--- src/aabbpcr_pkg.sv ---
// Shared types, codes and helper functions for the box pair collision resolver.
// Used by every module under src; depends on nothing else.
package aabbpcr_pkg;

  localparam int PosW  = 32;
  localparam int SizeW = 31;
  localparam int QW    = 32;             // quotient bits, one divider stage each
  localparam int DivSteps = QW;
  localparam int InW   = 320;
  localparam int OutW  = 136;

  localparam logic [1:0] AXIS_NONE = 2'd0;
  localparam logic [1:0] AXIS_Y    = 2'd1;
  localparam logic [1:0] AXIS_X    = 2'd2;

  // Per-request side data that rides alongside the divider.
  typedef struct packed {
    logic signed [PosW-1:0] ax;
    logic signed [PosW-1:0] ay;
    logic signed [PosW-1:0] bx;
    logic signed [PosW-1:0] by;
    logic                   ov;
    logic                   along_y;
    logic                   move;
    logic                   a_gt;
  } carry_t;

  typedef struct packed {
    logic [QW:0]   rem;
    logic [QW-1:0] lo;
  } div_t;

  // One restoring division step: bring in the next dividend bit, subtract if it fits.
  function automatic div_t div_step(input div_t cur, input logic [QW:0] den);
    div_t res;
    logic [QW+1:0] t;
    logic ge;
    t = {cur.rem, cur.lo[QW-1]};
    ge = (t >= {1'b0, den});
    res.rem = ge ? (QW+1)'(t - {1'b0, den}) : t[QW:0];
    res.lo = {cur.lo[QW-2:0], ge};
    return res;
  endfunction

  function automatic logic signed [PosW-1:0] sat32(input logic signed [PosW+1:0] v);
    logic signed [PosW+1:0] hi;
    logic signed [PosW+1:0] lo;
    hi = (PosW+2)'(32'h7fff_ffff);
    lo = ~hi;
    if (v > hi) return hi[PosW-1:0];
    else if (v < lo) return lo[PosW-1:0];
    else return v[PosW-1:0];
  endfunction

endpackage

--- src/aabbpcr_back.sv ---
// Output stage: applies the two moves along the chosen axis and saturates.
// Depends on aabbpcr_pkg.
module aabbpcr_back (
  input  logic                         clk,
  input  logic                         rst,
  input  logic                         en,
  input  logic                         in_valid,
  input  logic [aabbpcr_pkg::QW-1:0]   q_a,
  input  logic [aabbpcr_pkg::QW-1:0]   q_b,
  input  aabbpcr_pkg::carry_t          carry,
  output logic                         out_valid,
  output logic [aabbpcr_pkg::OutW-1:0] out_data
);
  import aabbpcr_pkg::*;

  logic signed [PosW+1:0] ca, cb, na, nb;
  logic signed [PosW-1:0] ra, rb;
  logic [1:0] axis;
  logic signed [PosW-1:0] oax, oay, obx, oby;

  always_comb begin
    ca = (PosW+2)'(carry.along_y ? carry.ay : carry.ax);
    cb = (PosW+2)'(carry.along_y ? carry.by : carry.bx);
    if (!carry.move) begin
      na = ca; nb = cb;
    end else if (carry.a_gt) begin
      na = ca + $signed({2'b00, q_a});
      nb = cb - $signed({2'b00, q_b});
    end else begin
      na = ca - $signed({2'b00, q_a});
      nb = cb + $signed({2'b00, q_b});
    end
    ra = sat32(na);
    rb = sat32(nb);
    oax = carry.along_y ? carry.ax : ra;
    oay = carry.along_y ? ra : carry.ay;
    obx = carry.along_y ? carry.bx : rb;
    oby = carry.along_y ? rb : carry.by;
    axis = !carry.move ? AXIS_NONE : (carry.along_y ? AXIS_Y : AXIS_X);
  end

  always_ff @(posedge clk) begin
    if (rst) begin
      out_valid <= 1'b0;
    end else if (en) begin
      out_valid <= in_valid;
    end
    if (en) begin
      out_data <= {5'd0, axis, carry.ov, oby, obx, oay, oax};
    end
  end

endmodule

--- config.mk ---
export PLATFORM = sky130hd
export DESIGN_NAME = aabbpcr_back
export DESIGN_NICKNAME = d
export VERILOG_FILES = /design/src/aabbpcr_pkg.sv /design/src/aabbpcr_back.sv
export SDC_FILE = /design/constraint.sdc
export NUM_CORES = 1
export LEC_CHECK = 0
export BUFFER_PORTS_ARGS = -buffer_cell sky130_fd_sc_hd__buf_4
export CAP_MARGIN = 25
export CORE_UTILIZATION = 25
export CTS_CLUSTER_DIAMETER = 120
export DETAILED_ROUTE_END_ITERATION = 16
export SLEW_MARGIN = 0
export SYNTH_ARGS = -nofsm -noshare
export SYNTH_HDL_FRONTEND = slang
export SYNTH_SLANG_ARGS = --single-unit
--- constraint.sdc ---
create_clock -name clk -period 8.4 [get_ports clk]
set_clock_uncertainty 0.15 [all_clocks]
set_input_delay 2.52 -clock clk [delete_from_list [all_inputs] [get_ports clk]]
set_output_delay 2.52 -clock clk [all_outputs]
set_load 0.005 [all_outputs]
==> flow_summary.toml <==
[setup_path]
crit_type = "in2reg"
r2r_setup_slack_ns = 7.66
rr_startpoint = "out_valid$_SDFFE_PP0P_"
crit_fanout = 9
crit_required_ns = 8.42
cp-end-kind = "flop"
critPathArrivalTime_ns = 7.84
crit_chain = "buf_4, or3_1, or3_1, or2_2, nor2_1, and2_1, nor2_1, xnor2_1, ha_1, a21oi_1, o21ai_0, a31oi_1, o21a_1, or3b_2, mux2i_1, o31ai_4, buf_4, a21oi_2, a211oi_1"
worstSetupStartpoint = "q_b[5]"
startpoint_type = "input pin"
ff2ff_path_depth = 2
rr_endpoint = "out_valid$_SDFFE_PP0P_"
critPathSlowestCell = "a21oi_2"
crit_path_max_incr_delay_ns = 0.52

[grt]
overflow = 0
track_usage = 0.185
grt_pass1_vias = 12000
grt_pass1_wl_um = 71200
grt_start_max_net_pins = 74
antenna_found_initial = 3

[layout]
final_area_mm2 = 0.0163
seq_area_mm2 = 0.00395
nets = 2007
layout-drive-gt1-share = 0.286
nFillCells = 5118
multi_input_area_mm2 = 0.00797
area_growth_pct = 31.1

[sta]
finalSetupTns_ns = 0
period_share = 0.931
layout_min_cycle_time_ns = 7.82
setup-violations-final = 0
timing_max_transition_violations_final = 0
grt_setup_unrepaired = "false"
slew-limit-headroom = 0.279
fmax_ghz = 0.128
hold_viol_final = 0
tightest_slew_ns = 1.07
hold_ws_ns = 0.373

[route]
vias = 12400
drc = 0
ant_nets = 0
vias_per_cell = 5.14
wl_per_cell_um = 20.0
finalWirelength_um = 48200
dr.pass1.iters = 7
drt_iter0_markers = 852

[power_and_ir_drop]
power.density_mw_per_mm2 = 186
peakVddDrop_mv = 0.148
report.power.total_mw = 3.04
p_leak_nw = 6.61

[synthesis]
synth.most_common_cell = "nand2_1"
ys_top_cells_by_count = "nand2_1, a21oi_1, edfxtp_1, nor2_1, o21ai_0"
yosys.area.top_type = "edfxtp_1"
syn_area_mm2 = 0.0125
avgSynthCellArea_um2 = 8.65
synth_warnings = 0
syn_inst = 1441
ys_seq_area_frac = 0.317
ys_seq_elements = 132
netlist.area_leader.share = 0.316
synth_enable_flop_cells = 131
ys_types = 86
ys.flop_type = "edfxtp_1"
async_flop_share = 0
synth_area_leaders = "edfxtp_1, ha_1, a21oi_1"

[job]
cap_viol_max_count = 0

[cts]
clock_path_buffers = 2
clockRootBuffer = "clkbuf_16"
cts.hold.buffers_added = 0
tritoncts = "yes"
insertion_delay_ns = 0.45
clkSinkCount = 132
cts.clk_slew.worst_paths_ns = 0.06
postCtsSetupRepairBufs = 0
cts_resized = 0
ctsHtreeMaxLevel = 4
cts-buffers-inserted = 17

[die]
die_y_um = 225
num_io_pins = 337
row_count = 81
die_area_mm2 = 0.0507
dieWidth_um = 225
start_util = 0.254
coreArea_mm2 = 0.0491

[placed_design]
dp_hpwl_um = 37900
placed_area_mm2 = 0.0157
portBuffers = 331
finalWeightedCongestion = 0.919

[worst_hold_path]
hp-class = "reg2reg"
min_path_cells = 2
hold_start = "out_valid$_SDFFE_PP0P_"
holdPathEnd = "out_valid$_SDFFE_PP0P_"

[status]
status = "complete, no violations"
[power by group]
part	switching [mW]	leakage, nW	internal, mW
logic	0.776	5.02	0.579
registers	0.0361	1.29	0.853
clock network	0.318	0.292	0.482
[state kept, by name, indices dropped and copies added, names as in the netlist]
signal,cells
out_valid,1
out_data,131
[final cells by class]
type | count | share of cell area
multi-input combinational | 1179 | 0.488
timing repair buffer | 365 | 0.172
sequential | 132 | 0.242
clock buffer | 20 | 0.0280
tap | 664 | 0.0509
clock inverter | 12 | 0.00942
antenna | 1 | 0.000153
inverter | 42 | 0.00965
[routing by layer]
metal,vias to the layer above,track usage,share of wire
met5,-,0,0.00037
met3,57,0.0438,0.072
met4,4,0.0665,0.023
met2,410,0.292,0.45
li1,5958,-,-
met1,5978,0.246,0.45
[critical path, delay by kind of cell]
kind,cells,cell delay (ns)
compound gates,7,1.78
simple gates,7,2.25
mux,1,0.42
fa+ha+maj,1,0.38
xor+xnor,1,0.13
buf+inv,2,0.33
[layout by cell type (no fill, tap or decap), types with 20 or more instances in the layout]
cell       instances
inv_1             38
xnor2_1           67
nor3_1            27
nor2_1           122
a21oi_1          150
nand2_1          159
o31ai_1           22
nand4_1           20
o21ai_0           85
o211ai_1          41
a2bb2oi_1         27
buf_4            359
edfxtp_1         131
xor2_1            52
mux2_2            62
ha_1              68
nand3_1           20
[cell families (layout without fill, tap and decap cells)]
kind of cell	after synthesis	count (layout)	synth area share
simple gates	450	450	0.173
buf+inv	134	439	0.0448
compound gates	464	464	0.245
fa+ha+maj	70	70	0.0715
xor+xnor	120	120	0.0859
flops	132	132	0.317
mux	70	70	0.0625
other cells	1	6	0.000301
[metrics by stage]
| stage | std cells | utilization | worst slack, ns |
|---|---|---|---|
| 4_1_cts | 2412 | 0.332 | 0.611 |
| 3_3_place_gp | 2380 | 0.320 | 0.222 |
| 6_report | 2415 | 0.333 | 0.576 |
| 2_1_floorplan | 1445 | - | 1.04 |
| 3_5_place_dp | 2380 | 0.320 | 0.143 |
| 5_1_grt | 2415 | 0.333 | 0.309 |
[worst max path at each step]
stage | endpoint | slack (ns) | cells past startpoint
2_1_floorplan | out_data[66]$_DFFE_PP_ | 1.04 | 19
3_3_place_gp | out_data[97]$_DFFE_PP_ | 0.22 | 18
3_5_place_dp | out_data[65]$_DFFE_PP_ | 0.14 | 18
4_1_cts | out_data[65]$_DFFE_PP_ | 0.61 | 18
5_1_grt | out_data[90]$_DFFE_PP_ | 0.31 | 19
6_report | out_data[118]$_DFFE_PP_ | 0.58 | 19
(Power assumes the default switching activity.)
